[src/hdl/snp_candidate_neighbour_scoring_core_defines.svh]
// assertion macros for the snp candidate scoring core
// expects signals clk and arst_n in the scope of use
`ifndef SNP_CANDIDATE_NEIGHBOUR_SCORING_CORE_DEFINES_SVH
`define SNP_CANDIDATE_NEIGHBOUR_SCORING_CORE_DEFINES_SVH
`ifndef ASSERT_OFF
`define SNPCNS_ASSERT_IMP(lbl, a, c) \
	lbl: assert property (@(posedge clk) disable iff (!arst_n) (a) |-> (c)) \
		else $error("snpcns implication violated");
`define SNPCNS_ASSERT_NEVER(lbl, a) \
	lbl: assert property (@(posedge clk) disable iff (!arst_n) !(a)) \
		else $error("snpcns forbidden condition seen");
`else
`define SNPCNS_ASSERT_IMP(lbl, a, c)
`define SNPCNS_ASSERT_NEVER(lbl, a)
`endif
`endif

[src/hdl/snpcns_pkg.sv]
// shared types and constants of the snp candidate scoring core
// no dependencies
`timescale 1ns / 1ps
package snpcns_pkg;
	localparam int POS_W = 24;
	localparam int SCORE_W = 20;
	localparam int QS_W = 16;
	localparam int CUT_W = 12;
	localparam int PROD_W = SCORE_W + QS_W;
	localparam int FRAC_W = 8;
	localparam logic [SCORE_W-1:0] CAP_Q = 20'd256000;
	localparam int FIFO_DEPTH = 4;
	localparam int FIFO_AW = 2;
	localparam int FIFO_CW = 3;
	localparam int DIV_W = 24;
	localparam int DIV_STEP = 4;
	localparam int DIV_CYC = DIV_W / DIV_STEP;
	localparam int CNT_W = 3;
	localparam int COST_W = 4;
	localparam int IDX_W = 2;

	typedef enum logic [IDX_W-1:0] {
		REG_CUTOFF = 2'd0,
		REG_PAIR_MODE = 2'd1,
		REG_START_POS = 2'd2
	} reg_idx_t;

	typedef enum logic [1:0] {
		DIV_IDLE,
		DIV_RUN,
		DIV_HOLD
	} div_state_t;

	typedef struct packed {
		logic [CUT_W-1:0] cutoff;
		logic pair_mode;
		logic [POS_W-1:0] start_pos;
	} cfg_t;

	typedef struct packed {
		logic [POS_W-1:0] pos;
		logic [SCORE_W-1:0] comb;
		logic f;
		logic last;
		logic [3:0] fd;
		logic [SCORE_W-1:0] sd0;
		logic [SCORE_W-1:0] sd1;
	} rec_t;
endpackage

[src/hdl/snpcns_if.sv]
// channel interfaces: score items, scored results, register writes
// depends on snpcns_pkg
`timescale 1ns / 1ps
interface snpcns_item_if;
	logic valid;
	logic ready;
	logic [snpcns_pkg::SCORE_W-1:0] q_primary;
	logic [snpcns_pkg::QS_W-1:0] q_secondary;
	logic region_end;
	modport source (output valid, q_primary, q_secondary, region_end, input ready);
	modport sink (input valid, q_primary, q_secondary, region_end, output ready);
endinterface

interface snpcns_result_if;
	logic valid;
	logic ready;
	logic is_snp;
	logic [snpcns_pkg::POS_W-1:0] snp_pos;
	logic [snpcns_pkg::SCORE_W-1:0] snp_score;
	logic done_res;
	modport source (output valid, is_snp, snp_pos, snp_score, done_res, input ready);
	modport sink (input valid, is_snp, snp_pos, snp_score, done_res, output ready);
endinterface

interface snpcns_cfg_if;
	logic valid;
	logic ready;
	logic [snpcns_pkg::IDX_W-1:0] idx;
	logic [snpcns_pkg::POS_W-1:0] data;
	modport source (output valid, idx, data, input ready);
	modport sink (input valid, idx, data, output ready);
endinterface

[src/hdl/snpcns_fifo.sv]
// four-entry queue of classified position records between front and back
// depends on snpcns_pkg
`timescale 1ns / 1ps
module snpcns_fifo (
	input  logic clk,
	input  logic arst_n,
	input  logic push,
	input  snpcns_pkg::rec_t wdata,
	output logic full,
	input  logic pop,
	output snpcns_pkg::rec_t rdata,
	output logic empty
);
	snpcns_pkg::rec_t mem_q [snpcns_pkg::FIFO_DEPTH];
	logic [snpcns_pkg::FIFO_AW-1:0] wr_ptr_q;
	logic [snpcns_pkg::FIFO_AW-1:0] rd_ptr_q;
	logic [snpcns_pkg::FIFO_CW-1:0] cnt_q;
	logic do_push;
	logic do_pop;

	assign full = (cnt_q == snpcns_pkg::FIFO_CW'(snpcns_pkg::FIFO_DEPTH));
	assign empty = (cnt_q == '0);
	assign do_push = push && !full;
	assign do_pop = pop && !empty;
	assign rdata = mem_q[rd_ptr_q];

	always_ff @(posedge clk) begin
		if (do_push) begin
			mem_q[wr_ptr_q] <= wdata;
		end
	end

	always_ff @(posedge clk or negedge arst_n) begin
		if (!arst_n) begin
			wr_ptr_q <= '0;
			rd_ptr_q <= '0;
			cnt_q <= '0;
		end else begin
			if (do_push) begin
				wr_ptr_q <= wr_ptr_q + 1'b1;
			end
			if (do_pop) begin
				rd_ptr_q <= rd_ptr_q + 1'b1;
			end
			if (do_push && !do_pop) begin
				cnt_q <= cnt_q + 1'b1;
			end else if (!do_push && do_pop) begin
				cnt_q <= cnt_q - 1'b1;
			end
		end
	end
endmodule

[src/hdl/snpcns_front.sv]
// front: takes items, forms the combined score, flags snps, keeps the window
// depends on snpcns_pkg and snpcns_if
`timescale 1ns / 1ps
module snpcns_front (
	input  logic clk,
	input  logic arst_n,
	input  snpcns_pkg::cfg_t cfg,
	snpcns_item_if.sink items,
	output logic push,
	output snpcns_pkg::rec_t rec,
	input  logic full
);
	logic valid_s1;
	logic [snpcns_pkg::PROD_W-1:0] prod_s1;
	logic [snpcns_pkg::SCORE_W-1:0] q1_s1;
	logic last_s1;
	logic [snpcns_pkg::POS_W-1:0] pos_q;
	logic [1:0] items_seen_q;
	logic [3:0] fd_q;
	logic [snpcns_pkg::SCORE_W-1:0] sd0_q;
	logic [snpcns_pkg::SCORE_W-1:0] sd1_q;
	logic advance;
	logic take;
	logic [snpcns_pkg::PROD_W-snpcns_pkg::FRAC_W-1:0] prod_sh;
	logic [snpcns_pkg::SCORE_W-1:0] capped;
	logic [snpcns_pkg::SCORE_W-1:0] comb;
	logic f;
	logic [snpcns_pkg::POS_W-1:0] cur_pos;

	assign advance = valid_s1 && !full;
	assign items.ready = !valid_s1 || advance;
	assign take = items.valid && items.ready;

	always_comb begin
		prod_sh = prod_s1[snpcns_pkg::PROD_W-1:snpcns_pkg::FRAC_W];
		if (prod_sh > {8'd0, snpcns_pkg::CAP_Q}) begin
			capped = snpcns_pkg::CAP_Q;
		end else begin
			capped = prod_sh[snpcns_pkg::SCORE_W-1:0];
		end
		comb = cfg.pair_mode ? capped : q1_s1;
		f = (comb >= {cfg.cutoff, 8'd0});
		cur_pos = (items_seen_q == 2'd0) ? cfg.start_pos : pos_q;
	end

	assign push = advance;
	assign rec = '{pos: cur_pos, comb: comb, f: f, last: last_s1, fd: fd_q,
		sd0: sd0_q, sd1: sd1_q};

	always_ff @(posedge clk) begin
		if (take) begin
			prod_s1 <= snpcns_pkg::PROD_W'(items.q_primary) *
				snpcns_pkg::PROD_W'(items.q_secondary);
			q1_s1 <= items.q_primary;
			last_s1 <= items.region_end;
		end
	end

	always_ff @(posedge clk or negedge arst_n) begin
		if (!arst_n) begin
			valid_s1 <= 1'b0;
			pos_q <= '0;
			items_seen_q <= '0;
			fd_q <= '0;
			sd0_q <= '0;
			sd1_q <= '0;
		end else begin
			if (take) begin
				valid_s1 <= 1'b1;
			end else if (advance) begin
				valid_s1 <= 1'b0;
			end
			if (advance) begin
				pos_q <= cur_pos + 1'b1;
				if (last_s1) begin
					items_seen_q <= '0;
					fd_q <= '0;
					sd0_q <= '0;
					sd1_q <= '0;
				end else begin
					if (items_seen_q != 2'd3) begin
						items_seen_q <= items_seen_q + 1'b1;
					end
					fd_q <= {fd_q[2:0], f};
					sd1_q <= sd0_q;
					sd0_q <= comb;
				end
			end
		end
	end
endmodule

[src/hdl/snpcns_back.sv]
// back: expands records into results, reduces scores with a shared divider
// depends on snpcns_pkg and snpcns_if
`timescale 1ns / 1ps
module snpcns_back (
	input  logic clk,
	input  logic arst_n,
	output logic pop,
	input  snpcns_pkg::rec_t rec,
	input  logic empty,
	snpcns_result_if.source results
);
	snpcns_pkg::div_state_t div_q;
	snpcns_pkg::div_state_t div_nx;
	snpcns_pkg::rec_t rec_q;
	logic rec_valid_q;
	logic [2:0] pend_q;
	logic mark_q;
	logic [snpcns_pkg::DIV_W-1:0] dvd_q;
	logic [snpcns_pkg::DIV_W-1:0] quo_q;
	logic [snpcns_pkg::COST_W-1:0] rem_q;
	logic [snpcns_pkg::COST_W-1:0] cost_q;
	logic [snpcns_pkg::CNT_W-1:0] cnt_q;
	logic [snpcns_pkg::POS_W-1:0] jpos_q;
	logic jdone_q;
	logic out_valid_q;
	logic out_snp_q;
	logic [snpcns_pkg::POS_W-1:0] out_pos_q;
	logic [snpcns_pkg::SCORE_W-1:0] out_score_q;
	logic out_done_q;
	logic out_free;
	logic start;
	logic emit_mark;
	logic release_rec;
	logic out_load;
	logic [2:0] sel;
	logic [snpcns_pkg::SCORE_W-1:0] j_score;
	logic [snpcns_pkg::POS_W-1:0] j_pos;
	logic [1:0] j_near;
	logic [1:0] j_far;
	logic [snpcns_pkg::COST_W-1:0] j_cost;
	logic [snpcns_pkg::SCORE_W+1:0] j_x3;
	logic [snpcns_pkg::COST_W-1:0] rem_nx;
	logic [snpcns_pkg::DIV_W-1:0] dvd_nx;
	logic [snpcns_pkg::DIV_STEP-1:0] qbits;

	assign out_free = !out_valid_q || results.ready;

	// job selection, lowest pending result first
	always_comb begin
		if (pend_q[0]) begin
			sel = 3'b001;
		end else if (pend_q[1]) begin
			sel = 3'b010;
		end else begin
			sel = 3'b100;
		end
		case (sel)
			3'b001: begin
				j_score = rec_q.sd1;
				j_pos = rec_q.pos - 2'd2;
				j_near = {1'b0, rec_q.fd[2]} + {1'b0, rec_q.fd[0]};
				j_far = {1'b0, rec_q.fd[3]} + {1'b0, rec_q.f};
			end
			3'b010: begin
				j_score = rec_q.sd0;
				j_pos = rec_q.pos - 1'b1;
				j_near = {1'b0, rec_q.fd[1]} + {1'b0, rec_q.f};
				j_far = {1'b0, rec_q.fd[2]};
			end
			default: begin
				j_score = rec_q.comb;
				j_pos = rec_q.pos;
				j_near = {1'b0, rec_q.fd[0]};
				j_far = {1'b0, rec_q.fd[1]};
			end
		endcase
		j_cost = 4'd3 + {1'b0, j_near, 1'b0} + {2'b00, j_far};
		j_x3 = {1'b0, j_score, 1'b0} + {2'b00, j_score};
	end

	// four restoring steps per cycle
	always_comb begin
		logic [snpcns_pkg::COST_W:0] r;
		logic [snpcns_pkg::DIV_W-1:0] d;
		r = {1'b0, rem_q};
		d = dvd_q;
		qbits = '0;
		for (int k = 0; k < snpcns_pkg::DIV_STEP; k++) begin
			r = {r[snpcns_pkg::COST_W-1:0], d[snpcns_pkg::DIV_W-1]};
			d = {d[snpcns_pkg::DIV_W-2:0], 1'b0};
			if (r >= {1'b0, cost_q}) begin
				r = r - {1'b0, cost_q};
				qbits[snpcns_pkg::DIV_STEP-1-k] = 1'b1;
			end
		end
		rem_nx = r[snpcns_pkg::COST_W-1:0];
		dvd_nx = d;
	end

	always_comb begin
		div_nx = div_q;
		start = 1'b0;
		emit_mark = 1'b0;
		out_load = 1'b0;
		case (div_q)
			snpcns_pkg::DIV_IDLE: begin
				if (rec_valid_q && pend_q != 3'b000) begin
					start = 1'b1;
					div_nx = snpcns_pkg::DIV_RUN;
				end else if (rec_valid_q && mark_q && out_free) begin
					emit_mark = 1'b1;
				end
			end
			snpcns_pkg::DIV_RUN: begin
				if (cnt_q == snpcns_pkg::CNT_W'(snpcns_pkg::DIV_CYC - 1)) begin
					div_nx = snpcns_pkg::DIV_HOLD;
				end
			end
			snpcns_pkg::DIV_HOLD: begin
				if (out_free) begin
					out_load = 1'b1;
					div_nx = snpcns_pkg::DIV_IDLE;
				end
			end
			default: begin
				div_nx = snpcns_pkg::DIV_IDLE;
			end
		endcase
		release_rec = rec_valid_q && pend_q == 3'b000 && !mark_q;
		pop = (!rec_valid_q || release_rec) && !empty;
	end

	always_ff @(posedge clk or negedge arst_n) begin
		if (!arst_n) begin
			div_q <= snpcns_pkg::DIV_IDLE;
		end else begin
			div_q <= div_nx;
		end
	end

	always_ff @(posedge clk) begin
		if (pop) begin
			rec_q <= rec;
		end
		if (start) begin
			dvd_q <= {2'b00, j_x3};
			cost_q <= j_cost;
			rem_q <= '0;
			quo_q <= '0;
			cnt_q <= '0;
			jpos_q <= j_pos;
			jdone_q <= rec_q.last && ((pend_q & ~sel) == 3'b000);
		end else if (div_q == snpcns_pkg::DIV_RUN) begin
			dvd_q <= dvd_nx;
			rem_q <= rem_nx;
			quo_q <= {quo_q[snpcns_pkg::DIV_W-snpcns_pkg::DIV_STEP-1:0], qbits};
			cnt_q <= cnt_q + 1'b1;
		end
		if (out_load) begin
			out_snp_q <= 1'b1;
			out_pos_q <= jpos_q;
			out_score_q <= quo_q[snpcns_pkg::SCORE_W-1:0];
			out_done_q <= jdone_q;
		end else if (emit_mark) begin
			out_snp_q <= 1'b0;
			out_pos_q <= '0;
			out_score_q <= '0;
			out_done_q <= 1'b1;
		end
	end

	always_ff @(posedge clk or negedge arst_n) begin
		if (!arst_n) begin
			rec_valid_q <= 1'b0;
			pend_q <= '0;
			mark_q <= 1'b0;
			out_valid_q <= 1'b0;
		end else begin
			if (pop) begin
				rec_valid_q <= 1'b1;
				pend_q <= {rec.last & rec.f, rec.last & rec.fd[0], rec.fd[1]};
				mark_q <= rec.last & !rec.f & !rec.fd[0] & !rec.fd[1];
			end else begin
				if (release_rec) begin
					rec_valid_q <= 1'b0;
				end
				if (start) begin
					pend_q <= pend_q & ~sel;
				end
				if (emit_mark) begin
					mark_q <= 1'b0;
				end
			end
			if (out_load || emit_mark) begin
				out_valid_q <= 1'b1;
			end else if (results.ready) begin
				out_valid_q <= 1'b0;
			end
		end
	end

	assign results.valid = out_valid_q;
	assign results.is_snp = out_snp_q;
	assign results.snp_pos = out_pos_q;
	assign results.snp_score = out_score_q;
	assign results.done_res = out_done_q;
endmodule

[src/hdl/snp_candidate_neighbour_scoring_core.sv]
// snp candidate scoring with neighbour reduction, top level
// Channels: items (q_primary, q_secondary, region_end), results (is_snp,
// snp_pos, snp_score, done_res), cfg (idx, data) for cutoff, pair_mode
// and start_pos; every channel is valid/ready, a transfer when both high.
// A position's results appear once the item two places later arrives, or
// when the region_end item flushes the window; a region_end item with no
// snp gives one marker result with is_snp low and done_res high.
// The front takes one item per cycle unless the queue is full: a register
// stage holds the product, then the item is flagged and queued in a
// four-entry record queue. The back holds one record at a time; records
// without results are released without the divider, and each snp result
// waits for the shared divider, which reduces the score four quotient bits
// per cycle.
// Reset clears the window, position count, queue and output valid flag and
// loads the register defaults (cutoff 40, pair_mode 0, start_pos 1).
// When the receiver stalls the result is held in the output register, the
// divider and queue fill, and items ready falls once the queue is full.
// Register writes are always accepted; write them only while idle.
`timescale 1ns / 1ps
`include "snp_candidate_neighbour_scoring_core_defines.svh"
module snp_candidate_neighbour_scoring_core (
	input  logic clk,
	input  logic arst_n,
	snpcns_item_if.sink items,
	snpcns_result_if.source results,
	snpcns_cfg_if.sink cfg
);
	snpcns_pkg::cfg_t cfg_q;
	snpcns_pkg::rec_t push_rec;
	snpcns_pkg::rec_t pop_rec;
	logic push;
	logic pop;
	logic full;
	logic empty;

	assign cfg.ready = 1'b1;

	always_ff @(posedge clk or negedge arst_n) begin
		if (!arst_n) begin
			cfg_q.cutoff <= 12'd40;
			cfg_q.pair_mode <= 1'b0;
			cfg_q.start_pos <= 24'd1;
		end else if (cfg.valid) begin
			case (cfg.idx)
				snpcns_pkg::REG_CUTOFF: begin
					cfg_q.cutoff <= cfg.data[snpcns_pkg::CUT_W-1:0];
				end
				snpcns_pkg::REG_PAIR_MODE: begin
					cfg_q.pair_mode <= cfg.data[0];
				end
				snpcns_pkg::REG_START_POS: begin
					cfg_q.start_pos <= cfg.data;
				end
				default: begin
					cfg_q <= cfg_q;
				end
			endcase
		end
	end

	snpcns_front u_front (
		.clk(clk),
		.arst_n(arst_n),
		.cfg(cfg_q),
		.items(items),
		.push(push),
		.rec(push_rec),
		.full(full)
	);

	snpcns_fifo u_fifo (
		.clk(clk),
		.arst_n(arst_n),
		.push(push),
		.wdata(push_rec),
		.full(full),
		.pop(pop),
		.rdata(pop_rec),
		.empty(empty)
	);

	snpcns_back u_back (
		.clk(clk),
		.arst_n(arst_n),
		.pop(pop),
		.rec(pop_rec),
		.empty(empty),
		.results(results)
	);

	`SNPCNS_ASSERT_NEVER(a_queue_full_empty, full && empty)
	`SNPCNS_ASSERT_IMP(a_marker_done, results.valid && !results.is_snp, results.done_res)
	`SNPCNS_ASSERT_IMP(a_marker_zero, results.valid && !results.is_snp,
		results.snp_pos == '0 && results.snp_score == '0)
	`SNPCNS_ASSERT_NEVER(a_push_when_full, push && full)
endmodule
[src/flat_wrapper.sv]
// flat-port wrapper written by rule: the top's interface ports become plain ports
module snp_candidate_neighbour_scoring_core_flat 
  (clk, arst_n, items_valid, items_q_primary, items_q_secondary, items_region_end, items_ready, results_valid, results_is_snp, results_snp_pos, results_snp_score, results_done_res, results_ready, cfg_valid, cfg_idx, cfg_data, cfg_ready);
  snpcns_item_if items_i ();
  snpcns_result_if results_i ();
  snpcns_cfg_if cfg_i ();
  input  logic clk;
  input  logic arst_n;
  input wire logic [$bits(items_i.valid)-1:0] items_valid;
  input wire logic [$bits(items_i.q_primary)-1:0] items_q_primary;
  input wire logic [$bits(items_i.q_secondary)-1:0] items_q_secondary;
  input wire logic [$bits(items_i.region_end)-1:0] items_region_end;
  output wire logic [$bits(items_i.ready)-1:0] items_ready;
  output wire logic [$bits(results_i.valid)-1:0] results_valid;
  output wire logic [$bits(results_i.is_snp)-1:0] results_is_snp;
  output wire logic [$bits(results_i.snp_pos)-1:0] results_snp_pos;
  output wire logic [$bits(results_i.snp_score)-1:0] results_snp_score;
  output wire logic [$bits(results_i.done_res)-1:0] results_done_res;
  input wire logic [$bits(results_i.ready)-1:0] results_ready;
  input wire logic [$bits(cfg_i.valid)-1:0] cfg_valid;
  input wire logic [$bits(cfg_i.idx)-1:0] cfg_idx;
  input wire logic [$bits(cfg_i.data)-1:0] cfg_data;
  output wire logic [$bits(cfg_i.ready)-1:0] cfg_ready;
  assign items_i.valid = items_valid;
  assign items_i.q_primary = items_q_primary;
  assign items_i.q_secondary = items_q_secondary;
  assign items_i.region_end = items_region_end;
  assign items_ready = items_i.ready;
  assign results_valid = results_i.valid;
  assign results_is_snp = results_i.is_snp;
  assign results_snp_pos = results_i.snp_pos;
  assign results_snp_score = results_i.snp_score;
  assign results_done_res = results_i.done_res;
  assign results_i.ready = results_ready;
  assign cfg_i.valid = cfg_valid;
  assign cfg_i.idx = cfg_idx;
  assign cfg_i.data = cfg_data;
  assign cfg_ready = cfg_i.ready;
  snp_candidate_neighbour_scoring_core u_core (.clk(clk), .arst_n(arst_n), .items(items_i), .results(results_i), .cfg(cfg_i));
endmodule
[config.mk]
export PLATFORM = sky130hd
export DESIGN_NAME = snp_candidate_neighbour_scoring_core_flat
export DESIGN_NICKNAME = d
export VERILOG_FILES = /design/src/hdl/snpcns_pkg.sv /design/src/hdl/snpcns_if.sv /design/src/hdl/snpcns_fifo.sv /design/src/hdl/snpcns_front.sv /design/src/hdl/snpcns_back.sv /design/src/hdl/snp_candidate_neighbour_scoring_core.sv /design/src/flat_wrapper.sv
export VERILOG_INCLUDE_DIRS = /design/src /design/src/hdl
export SDC_FILE = /design/constraint.sdc
export NUM_CORES = 2
export LEC_CHECK = 0
export ABC_AREA = 1
export ABC_CLOCK_PERIOD_IN_PS = 6900
export BUFFER_PORTS_ARGS = -buffer_cell sky130_fd_sc_hd__buf_2
export CAP_MARGIN = 40
export CORE_MARGIN = 10
export CORE_UTILIZATION = 57
export DETAILED_ROUTE_END_ITERATION = 10
export PLACE_DENSITY = 0.77
export SYNTH_ARGS = -nofsm -noshare
export SYNTH_HDL_FRONTEND = slang
export SYNTH_SLANG_ARGS = --single-unit
[constraint.sdc]
create_clock -name clk -period 6.9 [get_ports clk]
set_input_delay 1.035 -clock clk [delete_from_list [all_inputs] [get_ports clk]]
set_output_delay 1.035 -clock clk [all_outputs]
set_load 0.05 [all_outputs]
==> summary.txt <==
CP peak stage delay: 0.55 ns
Synth Area per Inst: 10.1 sq um
DRT iter0 DRCs: 2957
top-area cell type share of the netlist area: 42.5%
Final Cycle Share: 93.1%
Max Transition Viols Final: 0
Hold Buf Count CTS: 0
area grow syn2layout: 9.82%
setup violators final: 0
port bufs: 115
Die Span Y: 292 microns
post-DR vias/cell: 5.50
setup TNS: 0 ns
Syn Inst Count: 4161
Syn. warnings: 0
number of flops mapped to enable cells by yosys: 595
Core Area: 73100 sq um
fin crit period: 6.42 ns
fraction of layout cells with a size suffix above 1: 8.43%
Rel. slew slack: 35.6%
syn nets: 4657
drt pass-1 iters: 6
area of the multi-input gates: 16900 sq um
synth unique cells: 63
CP Max Fanout: 20
placed cell areas: 43700 sq um
Cells after DPL: 5118
outcome: completed
initial core utilization: 57.5%
global-route wire length before repair: 155000 microns
Finished Layout Cells: 5255
number of global-route vias before repair: 29200
Least-Margin Pin Slew: 0.962 ns
Crit path top cell by count: fa_1
# fillers: 5620
sequential area share after synthesis: 51.3%
Worst R2R Start: u_core.u_back.cost_q[1]
Synth async-reset ratio: 16.4%
worst skew pair latency: 0.62 ns
max frequency: 156 MHz
CP Capture Type: flop
Clock Tree Root: clkbuf_16
Hold Fails Final Rpt: 0
dpl hpwl: 65400 microns
synth top area cells: edfxtp_1, fa_1, dfrtp_1
crit start category: primary input
crit path kind: primary input to flop
largest net degree at the start of global routing: 93
Placer Congestion: 0.951
detailed-route wire length per cell: 18.2 microns
WP data required: 7.24 ns
Ant. Diodes: 0
final wirelength: 95800 microns
DR vias: 28900
register area: 21600 sq um
unrepaired setup endpoints after global routing: false
CTS tree: done
htree depth: 3
post-synthesis cell area: 42000 sq um
maximum root-to-sink buffer count: 3
Post-DRT Antenna Nets: 0
GRT Residual Overflow: 0
crit path max-delay cell type: fa_1
Ports: 117
DIE WIDTH: 292 microns
worst setup path startpoint: items_q_secondary[3]
sequence of cells on the critical path: buf_2 > nand2_1 > fa_1 > inv_1 > fa_1 > inv_1 > fa_1 > fa_1 > inv_1 > fa_1 > fa_1 > ha_1 > a21oi_1 > o21ai_0 > a21oi_1 > a21boi_0 > buf_4 > o21ai_0 > o2111ai_1 > xor2_1
fin util: 63.2%
residual DRC count: 0
prevailing post-synth register cell: edfxtp_1
final instance area: 46200 sq um
Max Cap Viol: 0
WP data arrival: 6.76 ns
Yosys reg bits: 748
cts bufs inserted: 75
Worst Hold Class: primary input to async pin
Total Die Area: 85000 sq um
Clock Sinks: 748
area leader, netlist: edfxtp_1
FP Rows: 99
initial antenna violation count: 1
All-Layer GR Usage: 22.6%
clock transition at the registers of the reported paths: 0.06 ns
Setup Skew: 0.0246 ns
nets@finish: 4732
final timing paths:
path / end / slack [ns] / cells past startpoint
min: u_core.u_back.div_q[1] / 0.42 / 1
max reg2reg: u_core.u_back.rem_q[3] / 0.91 / 34
max in group asynchronous: u_core.u_front.pos_q[18] / 5.16 / 2
min in group clk: u_core.u_back.rem_q[3] / 0.46 / 2
max: u_core.u_front.prod_s1[32] / 0.48 / 20
min reg2reg: u_core.u_back.rem_q[3] / 0.46 / 2
worst max-delay path: cells and delay by family:
family          cells  cell delay [ns]
fa+ha+maj           7             3.37
compound gates      6             1.27
buf+inv             5             0.75
xor+xnor            1             0.18
simple gates        1             0.16
layout by cell type, fill, tap and decap left out, types with 7 or more instances in the layout:
master       n
inv_1      754
nand2_1    710
edfxtp_1   595
nor2_1     446
o21ai_0    318
fa_1       256
ha_1       171
o22ai_1    122
dfrtp_1    118
buf_2      116
a21oi_1     99
clkbuf_16   77
nand3_1     58
buf_4       58
xor2_1      49
dfxtp_1     30
nor3_1      23
a22oi_1     21
nand4_1     19
xnor2_1     19
a31oi_1     18
clkbuf_1    17
o21ai_1     12
clkinv_1    12
clkinv_2    12
nor2_2       9
o21a_1       9
a211oi_1     8
nor2_4       8
inv_2        8
o21ai_2      8
or2_2        8
nand2_2      7
cells by family (layout without fill, tap and decap cells):
| kind of cell | count (synthesis) | count (layout) | synth area share (%) |
|---|---|---|---|
| other | 1 | 1 | 0.00892 |
| DFF | 748 | 748 | 51.3 |
| and+or+nand+nor | 1311 | 1311 | 12.5 |
| buffers and inverters | 948 | 1083 | 8.57 |
| muxes | 2 | 2 | 0.0536 |
| adders and majority gates | 428 | 428 | 17.3 |
| AOI/OAI and AO/OA | 655 | 655 | 8.83 |
| xor gates and xnor gates | 68 | 68 | 1.42 |
sequential cells by signal, indices dropped and copies added (netlist names), 3 cells and up:
signal	count
u_core.u_back.cost_q	4
u_core.u_back.rec_q	90
u_core.u_front.prod_s1	28
u_core.u_back.rem_q	4
u_core.u_fifo.cnt_q	3
u_core.u_back.cnt_q	3
u_core.u_back.results.snp_pos	24
u_core.u_back.pend_q	3
u_core.cfg_q	37
u_core.u_front.fd_q	4
u_core.u_front.sd0_q	20
u_core.u_back.jpos_q	24
u_core.u_fifo.mem_q	360
u_core.u_back.results.snp_score	20
u_core.u_back.quo_q	20
u_core.u_front.q1_s1	20
u_core.u_front.pos_q	24
u_core.u_back.dvd_q	24
u_core.u_front.sd1_q	20
synth_stat cells, types with 7 or more instances:
| cell | n |
|---|---|
| inv_1 | 757 |
| nand2_1 | 712 |
| edfxtp_1 | 595 |
| nor2_1 | 452 |
| o21ai_0 | 319 |
| fa_1 | 256 |
| ha_1 | 172 |
| clkbuf_1 | 160 |
| o22ai_1 | 122 |
| dfrtp_1 | 120 |
| a21oi_1 | 100 |
| nand3_1 | 59 |
| xor2_1 | 49 |
| dfxtp_1 | 30 |
| nor3_1 | 23 |
| a22oi_1 | 21 |
| nand4_1 | 19 |
| xnor2_1 | 19 |
| a31oi_1 | 18 |
| o21ai_1 | 12 |
| o21a_1 | 9 |
| a211oi_1 | 8 |
| buf_1 | 8 |
| nor2_2 | 8 |
| or2_2 | 8 |
| o21ai_2 | 7 |
repair_timing:
| action | in CTS | in global routing |
|---|---|---|
| gates resized for setup | 0 | 4 |
| endpoints found under the setup margin | 0 | 5 |
| endpoints found under the hold margin | 0 | 0 |
| setup buffers | 0 | 0 |
per-layer routing:
| metal | share of wire (%) | GRT usage (%) |
|---|---|---|
| met1 | 41 | 29.8 |
| met5 | 0.022 | 0 |
| met2 | 48 | 38.3 |
| met4 | 2.8 | 7.56 |
| met3 | 7.6 | 3.03 |
final cells by class:
type	count	share of cell area, %
flip-flops and latches	748	46.7
multi-input cells	2465	36.7
inverters	766	6.24
clock buffers	100	4.49
well taps	959	2.60
repair buffers	180	2.49
clock inverters	37	0.791
stage by stage:
| stage | worst slack [ns] | hold slack, ns |
|---|---|---|
| final | 0.476 | 0.416 |
| after global routing | 0.126 | 0.461 |
| after CTS | 0.581 | 0.441 |
| after detailed placement | 0.0844 | 0.449 |
| after global placement | 0.108 | 0.444 |
| after floorplan | 0.179 | 0.427 |
Power is not shown: default switching activity piles up to over one toggle a cycle in this logic, so the estimate is an artifact.
